--- src/rtl/sfss_pkg.sv ---
// Package for the full-step stepper sequencer: request codes, register
// indexes, reset defaults and the coil pattern function. No dependencies.
package sfss_pkg;

    localparam int POSITION_WIDTH_DEF = 16;
    localparam int TIMER_WIDTH_DEF    = 32;
    localparam int INTERVAL_WIDTH     = 32;
    localparam int MAX_POS_WIDTH      = 16;
    localparam int CFG_INDEX_WIDTH    = 2;
    localparam int CFG_DATA_WIDTH     = 32;

    localparam logic [INTERVAL_WIDTH-1:0] DEF_STEP_INTERVAL = 32'd5000;
    localparam logic [MAX_POS_WIDTH-1:0]  DEF_MAX_POSITION  = 16'd8192;

    typedef logic [2:0] phase_t;
    localparam phase_t PHASE_FIRST = 3'd0;
    localparam phase_t PHASE_LAST  = 3'd3;
    localparam phase_t PHASE_IDLE  = 3'd4;

    typedef enum logic [2:0] {
        REQ_NONE  = 3'd0,
        REQ_START = 3'd1,
        REQ_STOP  = 3'd2,
        REQ_CW    = 3'd3,
        REQ_CCW   = 3'd4
    } req_t;

    typedef enum logic [CFG_INDEX_WIDTH-1:0] {
        CFG_STEP_INTERVAL = 2'd0,
        CFG_MAX_POSITION  = 2'd1
    } cfg_index_t;

    // two coils on: A+C, B+C, B+D, A+D
    function automatic logic [3:0] coil_pattern(input phase_t ph);
        logic [3:0] pat;
        case (ph)
            3'd0:    pat = 4'd5;
            3'd1:    pat = 4'd6;
            3'd2:    pat = 4'd10;
            3'd3:    pat = 4'd9;
            default: pat = 4'd0;
        endcase
        return pat;
    endfunction

endpackage

--- src/rtl/stepper_full_step_sequencer_top.sv ---
// Full-step stepper sequencer top level: input register, one pass of step
// logic, result register. Depends on sfss_pkg.
// An accepted item passes the input register, then the result register; a stalled
// result register holds the item in the input register until the sink takes it.
// Throughput: one item per cycle while the sink does not stall; the result register
// and the input register let a new item enter while a result waits for the sink.
// Reset (rst_n low, async): stopped, phase 0, position 0, timer 0, coils off,
// interval 5000 us, max position 8192. No clearing pass; ready right after reset.
module stepper_full_step_sequencer_top #(
    parameter int POSITION_WIDTH = sfss_pkg::POSITION_WIDTH_DEF,
    parameter int TIMER_WIDTH    = sfss_pkg::TIMER_WIDTH_DEF
) (
    input  logic                                 clk,
    input  logic                                 rst_n,

    input  logic                                 cfg_valid,
    output logic                                 cfg_ready,
    input  logic [sfss_pkg::CFG_INDEX_WIDTH-1:0] cfg_index,
    input  logic [sfss_pkg::CFG_DATA_WIDTH-1:0]  cfg_data,

    input  logic                                 in_valid,
    output logic                                 in_stall,
    input  logic                                 us_tick,
    input  logic [2:0]                           req_type,

    output logic                                 out_valid,
    input  logic                                 out_stall,
    output logic [3:0]                           coil_drive,
    output logic [POSITION_WIDTH-1:0]            position,
    output logic                                 running,
    output logic                                 stepped
);
    import sfss_pkg::*;

    localparam int CMP_WIDTH = (POSITION_WIDTH > MAX_POS_WIDTH) ? POSITION_WIDTH
                                                                : MAX_POS_WIDTH;

    // configuration
    logic [INTERVAL_WIDTH-1:0] interval_reg;
    logic [MAX_POS_WIDTH-1:0]  max_pos_reg;

    // input stage
    logic       s1_valid_reg, s1_valid_next;
    logic       s1_tick_reg;
    logic [2:0] s1_req_reg;

    // block state
    logic                      run_reg, run_next;
    phase_t                    phase_reg, phase_next;
    logic [POSITION_WIDTH-1:0] pos_reg, pos_next;
    logic [TIMER_WIDTH-1:0]    elapsed_reg, elapsed_next;
    logic [3:0]                latch_reg, latch_next;

    // result stage
    logic                      out_valid_reg, out_valid_next;
    logic [3:0]                out_coil_reg;
    logic [POSITION_WIDTH-1:0] out_pos_reg;
    logic                      out_run_reg;
    logic                      out_step_reg;

    logic                      in_take;
    logic                      adv;
    logic                      step_c;
    logic [TIMER_WIDTH-1:0]    elapsed_t;
    logic                      interval_done;
    logic                      cw_ok;
    logic                      ccw_ok;

    assign cfg_ready = 1'b1;

    assign adv      = s1_valid_reg && (!out_valid_reg || !out_stall);
    assign in_stall = s1_valid_reg && !adv;
    assign in_take  = in_valid && !in_stall;

    assign s1_valid_next  = in_take ? 1'b1 : (adv ? 1'b0 : s1_valid_reg);
    assign out_valid_next = adv ? 1'b1 : ((out_valid_reg && !out_stall) ? 1'b0
                                                                         : out_valid_reg);

    // tick is counted before the request is judged
    assign elapsed_t     = (s1_tick_reg && !(&elapsed_reg)) ? elapsed_reg + 1'b1
                                                            : elapsed_reg;
    assign interval_done = INTERVAL_WIDTH'(elapsed_t) >= interval_reg;
    assign cw_ok  = run_reg && (CMP_WIDTH'(pos_reg) < CMP_WIDTH'(max_pos_reg))
                    && !(&pos_reg);
    assign ccw_ok = run_reg && (pos_reg != '0);

    always_comb
    begin
        run_next     = run_reg;
        phase_next   = phase_reg;
        pos_next     = pos_reg;
        elapsed_next = elapsed_t;
        latch_next   = latch_reg;
        step_c       = 1'b0;
        unique case (s1_req_reg)
            REQ_START:
            begin
                run_next = 1'b1;
            end
            REQ_STOP:
            begin
                run_next = 1'b0;
            end
            REQ_CW:
            begin
                if (cw_ok)
                begin
                    if (interval_done)
                    begin
                        phase_next   = (phase_reg >= PHASE_LAST) ? PHASE_FIRST
                                                                 : phase_reg + 3'd1;
                        latch_next   = coil_pattern(phase_next);
                        elapsed_next = '0;
                        pos_next     = pos_reg + 1'b1;
                        step_c       = 1'b1;
                    end
                end
                else
                begin
                    run_next   = 1'b0;
                    phase_next = PHASE_IDLE;
                    latch_next = 4'd0;
                end
            end
            REQ_CCW:
            begin
                if (ccw_ok)
                begin
                    if (interval_done)
                    begin
                        phase_next   = (phase_reg == PHASE_FIRST || phase_reg > PHASE_LAST)
                                       ? PHASE_LAST : phase_reg - 3'd1;
                        latch_next   = coil_pattern(phase_next);
                        elapsed_next = '0;
                        pos_next     = pos_reg - 1'b1;
                        step_c       = 1'b1;
                    end
                end
                else
                begin
                    run_next   = 1'b0;
                    phase_next = PHASE_IDLE;
                    latch_next = 4'd0;
                end
            end
            default:
            begin
                // no request, unused codes included
            end
        endcase
    end

    always_ff @(posedge clk or negedge rst_n)
    begin
        if (!rst_n)
        begin
            interval_reg  <= DEF_STEP_INTERVAL;
            max_pos_reg   <= DEF_MAX_POSITION;
            s1_valid_reg  <= 1'b0;
            out_valid_reg <= 1'b0;
            run_reg       <= 1'b0;
            phase_reg     <= PHASE_FIRST;
            pos_reg       <= '0;
            elapsed_reg   <= '0;
            latch_reg     <= 4'd0;
        end
        else
        begin
            if (cfg_valid && cfg_ready)
            begin
                if (cfg_index == CFG_STEP_INTERVAL)
                    interval_reg <= cfg_data;
                else if (cfg_index == CFG_MAX_POSITION)
                    max_pos_reg <= cfg_data[MAX_POS_WIDTH-1:0];
            end
            s1_valid_reg  <= s1_valid_next;
            out_valid_reg <= out_valid_next;
            if (adv)
            begin
                run_reg     <= run_next;
                phase_reg   <= phase_next;
                pos_reg     <= pos_next;
                elapsed_reg <= elapsed_next;
                latch_reg   <= latch_next;
            end
        end
    end

    always_ff @(posedge clk)
    begin
        if (in_take)
        begin
            s1_tick_reg <= us_tick;
            s1_req_reg  <= req_type;
        end
        if (adv)
        begin
            out_coil_reg <= latch_next;
            out_pos_reg  <= pos_next;
            out_run_reg  <= run_next;
            out_step_reg <= step_c;
        end
    end

    assign out_valid  = out_valid_reg;
    assign coil_drive = out_coil_reg;
    assign position   = out_pos_reg;
    assign running    = out_run_reg;
    assign stepped    = out_step_reg;

    // a step only happens while running
    a_step_running: assert property (@(posedge clk) disable iff (!rst_n)
        (adv && step_c) |-> run_next)
        else $error("step taken while stopped");

    // timer restarts after every step
    a_step_timer: assert property (@(posedge clk) disable iff (!rst_n)
        (adv && step_c) |=> (elapsed_reg == '0))
        else $error("timer not cleared after step");

    // position moves only on a step
    a_pos_hold: assert property (@(posedge clk) disable iff (!rst_n)
        (adv && !step_c) |=> (pos_reg == $past(pos_reg)))
        else $error("position changed without a step");

    // coil latch holds idle or one of the four patterns
    a_coil_legal: assert property (@(posedge clk) disable iff (!rst_n)
        (latch_reg == 4'd0 || latch_reg == 4'd5 || latch_reg == 4'd6 ||
         latch_reg == 4'd10 || latch_reg == 4'd9))
        else $error("illegal coil pattern");

    // state moves only when the input stage hands an item on
    a_state_hold: assert property (@(posedge clk) disable iff (!rst_n)
        !adv |=> ($stable(pos_reg) && $stable(run_reg) && $stable(latch_reg)))
        else $error("state changed without an item");

endmodule
--- config.mk ---
export PLATFORM = sky130hd
export DESIGN_NAME = stepper_full_step_sequencer_top
export DESIGN_NICKNAME = d
export VERILOG_FILES = /design/src/rtl/sfss_pkg.sv /design/src/rtl/stepper_full_step_sequencer_top.sv
export SDC_FILE = /design/constraint.sdc
export NUM_CORES = 1
export LEC_CHECK = 0
export ABC_AREA = 1
export BUFFER_PORTS_ARGS = -buffer_cell sky130_fd_sc_hd__buf_2
export CAP_MARGIN = 20
export CORE_MARGIN = 4
export CORE_UTILIZATION = 60
export CTS_CLUSTER_SIZE = 16
export DETAILED_ROUTE_END_ITERATION = 8
export GPL_ROUTABILITY_DRIVEN = 1
export HOLD_SLACK_MARGIN = 0.15
export PLACE_DENSITY_LB_ADDON = 0.1
export SLEW_MARGIN = 20
export SYNTH_ARGS = -nofsm -noshare
export SYNTH_HDL_FRONTEND = slang
export SYNTH_SLANG_ARGS = --single-unit
export TNS_END_PERCENT = 50
--- constraint.sdc ---
create_clock -name clk -period 6.4 [get_ports clk]
set_input_delay 1.28 -clock clk [delete_from_list [all_inputs] [get_ports clk]]
set_output_delay 1.28 -clock clk [all_outputs]
set_load 0.005 [all_outputs]
### After elaboration in Yosys (flattened, before gate mapping)

Index checks and enable logic that the tools add are counted.

* register bits after elaboration: 132
* input bits: 43
* word-level logic and storage cells: 102

* add/sub/neg operators: 5
* magnitude comparators: 4
* eq/ne operators: 13
* multiplexer cells: 35
* bitwise logic cells: 1
* reductions and logical operators: 29

Operators by type and width (count)
* 2-to-1 mux 32 bit: 4
* 2-to-1 mux 16 bit: 4
* one-hot mux 32 bit (2 select lines): 1
* adder 32 x 1 -> 32 bit, second input constant: 1
* >= comparator 32 bit: 1
* one-hot mux 16 bit (2 select lines): 1
* one-hot mux 4 bit (4 select lines): 2
* AND reduction 32 bit: 1
* equality test 3 x 2 -> 1 bit, second input constant: 6
* 2-to-1 mux 3 bit: 6
* adder 16 x 1 -> 16 bit, second input constant: 1
* < comparator 16 bit: 1
* 2-to-1 mux 4 bit: 4
* AND reduction 16 bit: 1
* nonzero test 16 bit: 1
* subtractor 16 x 1 -> 16 bit, second input constant: 1
* equality test 3 x 1 -> 1 bit, second input constant: 3
* logical NOT 3 bit: 3
* 2-to-1 mux 1 bit: 9
* logical AND 1 bit: 8
* one-hot mux 4 bit (2 select lines): 1
* logical NOT 1 bit: 6
* inequality test 3 bit, second input constant: 2
* one-hot mux 3 bit (2 select lines): 1
* 15 further kinds: 18

### Longest topological paths before layout

Gate-level depths: netlist of the first run.

* word-level depth: 8
* depth in mapped cells: 30
* mapped depth without buffers: 28

### Least setup slack after synthesis of the first run

OpenSTA, ideal clock, no wires.

* path type: register to register
* start: register elapsed_reg[0]
* end: register out_pos_reg[8], in the netlist position[8] (data pin)
* library setup time: 255 ps
* arrival time: 3143 ps
* data required time: 6145 ps
* slack: 3003 ps
* cell stages (with the launch flop): 27
* buffers on the path: 3
* clock period less this slack: 3397 ps
* path through: dfrtp_1 ha_1 inv_1 nor3_2 nand2_1 nor2_1 nand2_1 nand2_1 buf_4 nor2_1 nand2_1 xor2_1 inv_1 ha_1 nand2_1 inv_1 nand2_1 nand2_1 nand2_1 nand2_1 a21oi_4 nand2_4 buf_6 buf_6 nand4_1 nand3_1 and2_1

* cells in the longest elaborated chain, start to end: 8

Ends and longest elaborated chain
* from (decl): line stepper_full_step_sequencer_top.sv:51 `logic [TIMER_WIDTH-1:0] elapsed_reg, elapsed_next;`
* from (signal assigned): line stepper_full_step_sequencer_top.sv:183 `elapsed_reg <= elapsed_next;`
* branches (longest 3 deep; another with adder 32 x 1 -> 32 bit)
* 2-to-1 mux 32 bit *: line stepper_full_step_sequencer_top.sv:80 `assign elapsed_t = (s1_tick_reg && !(&elapsed_reg)) ? elapsed_reg + 1'b1`
* >= comparator 32 bit *: line stepper_full_step_sequencer_top.sv:82 `assign interval_done = INTERVAL_WIDTH'(elapsed_t) >= interval_reg;`
* 2-to-1 mux 16 bit (on tied branches): line stepper_full_step_sequencer_top.sv:129, stepper_full_step_sequencer_top.sv:108
* 2-to-1 mux 16 bit (on tied branches): line stepper_full_step_sequencer_top.sv:127, stepper_full_step_sequencer_top.sv:106
* one-hot mux 16 bit (2 select lines) *: line stepper_full_step_sequencer_top.sv:95 `unique case (s1_req_reg)`
* named net pos_next[8]: line stepper_full_step_sequencer_top.sv:50 `logic [POSITION_WIDTH-1:0] pos_reg, pos_next;`
* to (signal assigned): line stepper_full_step_sequencer_top.sv:199 `out_pos_reg <= pos_next;`
* to (decl): line stepper_full_step_sequencer_top.sv:57 `logic [POSITION_WIDTH-1:0] out_pos_reg;`

Mark *: on every way through the listed nets, which the timed path passes.
A chain may end at the register's enable or synchronous reset.

### Final worst setup path of the first run

* start: register elapsed_reg[0]
* end: register elapsed_reg[1]

* cells in the longest elaborated chain, start to end: 8

Ends and longest elaborated chain (line)
* branches (longest 3 deep; another with adder 32 x 1 -> 32 bit)
* 2-to-1 mux 32 bit *: stepper_full_step_sequencer_top.sv:80
* >= comparator 32 bit: stepper_full_step_sequencer_top.sv:82
* 2-to-1 mux 32 bit: stepper_full_step_sequencer_top.sv:108, stepper_full_step_sequencer_top.sv:129
* 2-to-1 mux 32 bit (on tied branches): stepper_full_step_sequencer_top.sv:127, stepper_full_step_sequencer_top.sv:106
* one-hot mux 32 bit (2 select lines) *: stepper_full_step_sequencer_top.sv:95

Mark *: on every way between the ends.

==> results of run 1 <==
## area by class of cell
| type | instances | area (sq um) | share of cell area, % |
|---|---|---|---|
| multi-input cells | 863 | 4529 | 46.02 |
| flip-flops and latches | 132 | 3441 | 34.96 |
| inverters | 184 | 693.2 | 7.043 |
| clock buffers | 18 | 439.2 | 4.462 |
| repair buffers | 71 | 370.4 | 3.763 |
| well taps | 184 | 230.2 | 2.339 |
| clock inverters | 14 | 138.9 | 1.411 |
## final timing paths
check | from | to | slack, ns | cells after the start
worst max register to register | elapsed_reg[0]$_DFFE_PN0P_ | elapsed_reg[1]$_DFFE_PN0P_ | 1.42 | 22
worst min register to register | latch_reg[3]$_DFFE_PN0P_ | latch_reg[3]$_DFFE_PN0P_ | 0.48 | 2
worst min-delay path | latch_reg[3]$_DFFE_PN0P_ | latch_reg[3]$_DFFE_PN0P_ | 0.48 | 2
max in group asynchronous | rst_n | max_pos_reg[4]$_DFFE_PN0P_ | 4.36 | 2
worst max-delay path | elapsed_reg[0]$_DFFE_PN0P_ | elapsed_reg[1]$_DFFE_PN0P_ | 1.42 | 22
min in group asynchronous | rst_n | elapsed_reg[31]$_DFFE_PN0P_ | 0.91 | 1
## report_power, final
| part | switching, mW | internal (mW) | total (mW) |
|---|---|---|---|
| registers | 0.205 | 1.05 | 1.26 |
| logic | 0.877 | 0.453 | 1.33 |
| clock network | 0.414 | 0.557 | 0.970 |
## Yosys cell counts (2+ instances only)
library cell,number
sky130_fd_sc_hd__a21o_1,3
sky130_fd_sc_hd__a21oi_1,44
sky130_fd_sc_hd__and2_1,2
sky130_fd_sc_hd__buf_1,3
sky130_fd_sc_hd__buf_2,12
sky130_fd_sc_hd__buf_4,5
sky130_fd_sc_hd__buf_6,4
sky130_fd_sc_hd__clkbuf_1,16
sky130_fd_sc_hd__dfrtp_1,100
sky130_fd_sc_hd__dfstp_2,6
sky130_fd_sc_hd__edfxtp_1,26
sky130_fd_sc_hd__ha_1,54
sky130_fd_sc_hd__inv_1,172
sky130_fd_sc_hd__inv_2,10
sky130_fd_sc_hd__nand2_1,363
sky130_fd_sc_hd__nand2_2,4
sky130_fd_sc_hd__nand2_4,2
sky130_fd_sc_hd__nand3_1,65
sky130_fd_sc_hd__nand3_2,2
sky130_fd_sc_hd__nand3_4,2
sky130_fd_sc_hd__nand3b_1,2
sky130_fd_sc_hd__nand4_1,23
sky130_fd_sc_hd__nor2_1,100
sky130_fd_sc_hd__nor2_2,3
sky130_fd_sc_hd__nor2_4,2
sky130_fd_sc_hd__nor3_1,26
sky130_fd_sc_hd__nor3_2,5
sky130_fd_sc_hd__nor3_4,2
sky130_fd_sc_hd__nor4_1,9
sky130_fd_sc_hd__o21a_1,4
sky130_fd_sc_hd__o21ai_0,71
sky130_fd_sc_hd__o21ai_1,14
sky130_fd_sc_hd__o22ai_1,14
sky130_fd_sc_hd__xnor2_1,2
sky130_fd_sc_hd__xor2_1,37
## layer usage
| metal | wire length (um) | global-route usage, % |
|---|---|---|
| met1 | 11450 | 44.78 |
| met2 | 9040 | 38.96 |
| met3 | 1650 | 4.864 |
| met4 | 276 | 7.213 |
| met5 | 0 | 0 |
## cell families (layout without fill, tap and decap cells)
logic type,after synthesis,after routing
XOR/XNOR,39,39
AND/OR/NAND/NOR,615,615
AO/OA/AOI/OAI,154,154
adder cells (fa/ha/maj),54,54
buffers and inverters,224,287
flip-flops,132,132
other,1,1
## cells in the final DEF (no fill, tap or decap), drive strengths merged
| master | netlist | final |
|---|---|---|
| inv | 183 | 192 |
| ha | 54 | 54 |
| clkbuf | 16 | 18 |
| dfrtp | 100 | 100 |
| nor2 | 105 | 105 |
| nand2 | 369 | 369 |
| or2 | 1 | 1 |
| dfstp | 6 | 6 |
| o211ai | 1 | 1 |
| o22ai | 14 | 14 |
| a31oi | 1 | 1 |
| nor4 | 9 | 9 |
| xor2 | 37 | 37 |
| nand2b | 1 | 1 |
| xnor2 | 2 | 2 |
| a21o | 3 | 3 |
| and2 | 2 | 2 |
| o21a | 4 | 4 |
| nand4 | 24 | 24 |
| a21oi | 45 | 45 |
| a22oi | 1 | 1 |
| buf | 24 | 71 |
| conb | 1 | 1 |
| bufinv | 0 | 1 |
| nand3 | 69 | 69 |
| o21ai | 85 | 85 |
| edfxtp | 26 | 26 |
| nand3b | 2 | 2 |
| nor3 | 33 | 33 |
| clkinv | 1 | 5 |
## through the flow
stage,power [mW],hold WS (ns),area (sq um)
after floorplan,2.203,0.4340,8865
after global placement,2.535,0.4637,9261
after detailed placement,2.562,0.4697,9261
after CTS,3.542,0.4843,9839
after global routing,3.824,0.5037,9842
final,3.558,0.4812,9842
## critical path, stage by stage (launching register included)
cell and delay, ns:
sky130_fd_sc_hd__dfrtp_1 0.44, sky130_fd_sc_hd__ha_1 0.20, sky130_fd_sc_hd__inv_1 0.06, sky130_fd_sc_hd__nor3_2 0.17, sky130_fd_sc_hd__nand2_1 0.16, sky130_fd_sc_hd__nor2_1 0.12
sky130_fd_sc_hd__nand2_1 0.06, sky130_fd_sc_hd__nand2_1 0.52, sky130_fd_sc_hd__inv_2 0.33, sky130_fd_sc_hd__nand3_1 0.21, sky130_fd_sc_hd__xor2_1 0.24, sky130_fd_sc_hd__ha_1 0.29
sky130_fd_sc_hd__a21oi_1 0.15, sky130_fd_sc_hd__nand2_1 0.07, sky130_fd_sc_hd__nand2_1 0.06, sky130_fd_sc_hd__nand2_1 0.09, sky130_fd_sc_hd__a21oi_4 0.45, sky130_fd_sc_hd__nand2_4 0.37
sky130_fd_sc_hd__nand3_4 0.24, sky130_fd_sc_hd__nand3_4 0.22, sky130_fd_sc_hd__inv_4 0.27, sky130_fd_sc_hd__nand2_1 0.09, sky130_fd_sc_hd__o21ai_0 0.08
==> results.py, run 1 <==
metrics = {
    "floorplanning": {
        "core_region_area_sq_um": 14480,
        "io_pins": 68,
        "placement_rows": 44,
        "chipWidth_um": 129.6,
        "initial_cell_density_of_the_core_pct": 61.23,
        "dieArea_sq_um": 16780,
        "fp.dieH_um": 129.6,
    },
    "synthesis": {
        "seq_area_frac_synth_pct": 38.81,
        "yosysTopAreaCellShare_pct": 28.23,
        "synthDominantAreaCellType": "sky130_fd_sc_hd__dfrtp_1",
        "yosys.area_share.adder_pct": 7.622,
        "synthMuxAreaShare_pct": 0,
        "main_combinational_cell_family_by_area_after_synthesis": "simple AND/OR/NAND/NOR gates",
        "synth_fp_nets": 1316,
        "synth_simple_gate_area_share_pct": 30.15,
        "ys_seq_elements": 132,
        "post_synth_main_area_contributors": "sky130_fd_sc_hd__dfrtp_1 28%, sky130_fd_sc_hd__nand2_1 15%, sky130_fd_sc_hd__edfxtp_1 8.8%",
        "synthArstFlopShare_pct": 80.30,
        "synthesis.instances": 1219,
        "synth.lib_cells_used.distinct": 45,
        "synthFlopType": "sky130_fd_sc_hd__dfrtp_1",
        "synth.avg_cell_area_sq_um": 7.272,
        "synth_xor_xnor_area_share_pct": 3.853,
        "syn-cell-area_sq_um": 8865,
        "fraction_of_the_mapped_netlist_area_in_compound_gates_pct": 9.287,
        "yosys_warnings": 0,
        "synth-edff-count": 26,
    },
    "layout": {
        "fill_cells": 1236,
        "drive_above_1_share_pct": 11.47,
        "area_growth_pct": 11.02,
        "non_filler_cells_final": 1466,
        "utilization_pct": 67.97,
        "finalNetCount": 1366,
        "antenna-diode-count": 0,
    },
    "routing": {
        "finalWirelength_mm": 22.42,
        "post_drt_wl_per_cell_um": 15.29,
        "drt_pre_antenna_iters": 5,
        "routed_via_density": 5.413,
        "vias": 7936,
        "detail_route.drc_violations": 0,
        "detail-route-antenna-nets": 0,
        "detailedRoute.firstIterationViolations": 778,
    },
    "sta": {
        "worst_clock_skew_on_the_final_layout_ns": 0.008349,
        "max_slew_margin_pct": 30.21,
        "timing.final.ws_setup_ns": 1.423,
        "grt_setup_unrepaired": "false",
        "setup-violations-final": 0,
        "min_period_over_period_pct": 77.77,
        "fin_tns_setup_ns": 0,
        "max_freq_mhz": 200.9,
        "slew_violations": 0,
        "worst_slew_pin_slew_ns": 1.044,
        "report.final.hold_viol_count": 0,
        "final_period_minus_worst_setup_slack_ns": 4.977,
    },
    "critical_path": {
        "cp-start-kind": "flip-flop",
        "crit_path_end_kind": "flip-flop",
        "critPathArrivalTime_ns": 5.32,
        "critical_path_required_ns": 6.74,
        "worstPathMaxFanout": 41,
        "worstSetupPathType": "reg2reg",
    },
    "placed_design": {
        "gp_routability_congestion": 0.9592,
        "dp_slack_ns": 1.548,
        "place.detailed.instances": 1434,
        "placement.io_buffers": 66,
        "detailedPlacementHpwl_mm": 16.37,
    },
    "clock_tree": {
        "clk_pin_slew_worst_paths_ns": 0.06,
        "cts-resized-gates": 0,
        "postCtsSetupRepairBufs": 0,
        "clock_latency_reported_for_the_late_side_of_the_worst_skew_pair_ns": 0.43,
        "number_of_buffers_inserted_by_hold_repair_at_cts": 0,
        "cts-htree-levels": 4,
        "cts_tree": "built",
        "library_cell_used_as_clock_root_buffer": "sky130_fd_sc_hd__clkbuf_16",
        "numCtsBuffers": 17,
        "clock_sinks": 132,
        "clockBufferDepth": 2,
    },
    "status": {
        "outcome": "finished clean",
    },
    "global_route": {
        "grt_max_degree": 68,
        "track_usage_pct": 27.94,
        "antenna_violations_before_repair": 0,
        "grt.overflow.total": 0,
        "number_of_global_route_vias_before_repair": 7222,
        "grt_first_pass_wirelength_mm": 37.05,
    },
    "power": {
        "power_leakage_nw": 5.108,
        "worst_ir_drop_vdd_mv": 0.2952,
        "power.density_cell_area_nw_per_um2": 361.5,
    },
    "job": {
        "timing.max_cap.violations": 0,
    },
    "hold_path": {
        "hold_class": "reg2reg",
    },
}
Power figures use the tool's default switching activity.
==> run 2: changes to the inputs <==
- CORE_UTILIZATION: 60 -> 55
- clock period: 6.4 -> 4.2 ns (I/O delays scaled with it)
==> results.py, run 2 (synthesized netlist as in run 1, its figures left out) <==
metrics = {
    "status": {
        "outcome": "finished clean",
    },
    "floorplanning": {
        "io_pins": 68,
        "chipWidth_um": 135.0,
        "fp.dieH_um": 135.0,
        "dieArea_sq_um": 18210,
        "initial_cell_density_of_the_core_pct": 56.01,
        "placement_rows": 46,
        "core_region_area_sq_um": 15830,
    },
    "clock_tree": {
        "clock_latency_reported_for_the_late_side_of_the_worst_skew_pair_ns": 0.43,
        "clock_sinks": 132,
        "clk_pin_slew_worst_paths_ns": 0.07,
        "numCtsBuffers": 17,
        "number_of_buffers_inserted_by_hold_repair_at_cts": 0,
        "library_cell_used_as_clock_root_buffer": "sky130_fd_sc_hd__clkbuf_16",
        "cts_tree": "built",
        "cts-htree-levels": 4,
        "clockBufferDepth": 2,
    },
    "sta": {
        "grt_setup_unrepaired": "true",
        "fin_tns_setup_ns": 0,
        "worst_clock_skew_on_the_final_layout_ns": 0.009582,
        "timing.final.ws_setup_ns": 0.3371,
        "setup-violations-final": 0,
        "max_slew_margin_pct": 30.69,
        "min_period_over_period_pct": 91.97,
        "worst_slew_pin_slew_ns": 1.037,
        "report.final.hold_viol_count": 0,
        "max_freq_mhz": 258.9,
        "slew_violations": 0,
        "final_period_minus_worst_setup_slack_ns": 3.863,
    },
    "routing": {
        "detail-route-antenna-nets": 0,
        "routed_via_density": 5.273,
        "detail_route.drc_violations": 0,
        "top_layer_used": "met4",
        "wl_met2_mm": 9.485,
        "detail_route.wirelength.met1_mm": 11.67,
        "met3WireLength_mm": 1.543,
        "finalWirelength_mm": 22.95,
        "vias": 7978,
        "drt_pre_antenna_iters": 5,
        "post_drt_wl_per_cell_um": 15.17,
        "detailedRoute.firstIterationViolations": 691,
    },
    "critical_path": {
        "worst-r2r-cell-count": 26,
        "cp_top_family": "simple AND/OR/NAND/NOR gates",
        "worstSetupPathType": "reg2reg",
        "critical_path_buf_inv_count": 5,
        "timing.critical_path.depth": 26,
        "reg2reg_from": "elapsed_reg[0]$_DFFE_PN0P_",
        "critPathSlowestCell": "sky130_fd_sc_hd__dfrtp_2",
        "max_incr_delay_on_cp_ns": 0.41,
        "timing.reg2reg.setup_slack_ns": 0.34,
        "critPathArrivalTime_ns": 4.03,
        "rr_endpoint": "position[1]$_DFFE_PP_",
        "cp-start-kind": "flip-flop",
        "critical_path_required_ns": 4.37,
        "critical_path.endpoint": "position[1]$_DFFE_PP_",
        "crit_path_end_kind": "flip-flop",
        "critPathLaunch": "elapsed_reg[0]$_DFFE_PN0P_",
        "worstPathMaxFanout": 10,
        "critical-path-top-cell-by-count": "sky130_fd_sc_hd__nand2_1",
    },
    "power": {
        "worst_ir_drop_vdd_mv": 0.3327,
        "power_leakage_nw": 5.224,
        "power.density_cell_area_nw_per_um2": 540.0,
        "total_power_mw": 5.451,
    },
    "layout": {
        "non_filler_cell_area_final_sq_um": 10090,
        "area_growth_pct": 13.86,
        "antenna-diode-count": 0,
        "non_filler_cells_final": 1513,
        "drive_above_1_share_pct": 13.03,
        "layout.cells.most_common": "sky130_fd_sc_hd__nand2_1",
        "final_cell_mix": "360 x sky130_fd_sc_hd__nand2_1, 172 x sky130_fd_sc_hd__inv_1, 99 x sky130_fd_sc_hd__dfrtp_1, 97 x sky130_fd_sc_hd__nor2_1, 70 x sky130_fd_sc_hd__o21ai_0",
        "finalNetCount": 1381,
    },
    "placed_design": {
        "gp_routability_congestion": 0.9539,
        "dp_slack_ns": 0.2264,
        "detailed_place.area_sq_um": 9382,
        "place.detailed.instances": 1475,
        "placement.io_buffers": 66,
        "detailedPlacementHpwl_mm": 16.73,
    },
    "global_route": {
        "antenna_violations_before_repair": 0,
        "number_of_global_route_vias_before_repair": 7295,
        "grt_first_pass_wirelength_mm": 37.89,
        "track_usage_pct": 26.32,
        "grt_max_degree": 68,
        "grt.overflow.total": 0,
    },
    "job": {
        "timing.max_cap.violations": 0,
    },
    "hold_path": {
        "hold_class": "reg2reg",
    },
}
## run 2: final cells by class
class,count,area (sq um)
clock inverter,15,158.9
tap,216,270.3
sequential,132,3442
multi-input combinational,864,4592
timing repair buffer,85,499.2
fill,1429,5734
inverter,184,705.7
clock buffer,17,425.4
## run 2: worst min path at each step
stage | start | to | depth (start not counted)
2_1_floorplan | s1_valid_reg$_DFFE_PN0P_ | out_valid$_DFFE_PN0P_ | 2
3_3_place_gp | interval_reg[10]$_DFFE_PN0P_ | interval_reg[10]$_DFFE_PN0P_ | 2
3_5_place_dp | interval_reg[15]$_DFFE_PN0P_ | interval_reg[15]$_DFFE_PN0P_ | 2
4_1_cts | max_pos_reg[7]$_DFFE_PN0P_ | max_pos_reg[7]$_DFFE_PN0P_ | 2
5_1_grt | interval_reg[3]$_DFFE_PN1P_ | interval_reg[3]$_DFFE_PN1P_ | 2
6_report | latch_reg[3]$_DFFE_PN0P_ | latch_reg[3]$_DFFE_PN0P_ | 2
## run 2: stage by stage
stage | utilization (%) | hold slack, ns
after floorplan | - | 0.4340
after global placement | 59.27 | 0.4684
after detailed placement | 59.27 | 0.4745
after CTS | 62.96 | 0.4919
after global routing | 63.77 | 0.5084
final | 63.77 | 0.4866
## run 2: layer usage
layer | up-vias | GRT usage, %
met4 | 0 | 6.719
li1 | 4038 | -
met1 | 3660 | 41.99
met3 | 24 | 5.253
met5 | - | 0
met2 | 256 | 36.35
## run 2: worst register-to-register path, cell delays in order (launching register included)
cell and delay [ns]:
sky130_fd_sc_hd__dfrtp_2 0.41, sky130_fd_sc_hd__ha_1 0.19, sky130_fd_sc_hd__inv_1 0.08, sky130_fd_sc_hd__nor3_4 0.18, sky130_fd_sc_hd__nand2_2 0.13, sky130_fd_sc_hd__nor2_1 0.10
sky130_fd_sc_hd__nand2_1 0.08, sky130_fd_sc_hd__nand2_2 0.12, sky130_fd_sc_hd__buf_4 0.19, sky130_fd_sc_hd__nor2_4 0.06, sky130_fd_sc_hd__nand2_1 0.08, sky130_fd_sc_hd__xor2_1 0.24
sky130_fd_sc_hd__inv_1 0.08, sky130_fd_sc_hd__ha_1 0.27, sky130_fd_sc_hd__nand2_1 0.06, sky130_fd_sc_hd__inv_1 0.05, sky130_fd_sc_hd__nand2_1 0.06, sky130_fd_sc_hd__nand2_1 0.05
sky130_fd_sc_hd__nand2_1 0.05, sky130_fd_sc_hd__nand2_1 0.13, sky130_fd_sc_hd__a21oi_4 0.28, sky130_fd_sc_hd__nand2_8 0.14, sky130_fd_sc_hd__nand2_4 0.15, sky130_fd_sc_hd__inv_1 0.09
sky130_fd_sc_hd__or2_1 0.21, sky130_fd_sc_hd__nand2_1 0.06, sky130_fd_sc_hd__nand2_1 0.08
## run 2: where the power goes
group          total, mW  switching (mW)  internal (mW)
registers           1.90           0.299           1.60
clock network       1.50           0.658          0.842
logic               2.05            1.34          0.712
## run 2: repair_timing
action | CTS | global route
gates resized for setup | 0 | 20
setup buffers | 0 | 5
setup endpoints to repair | 0 | 74
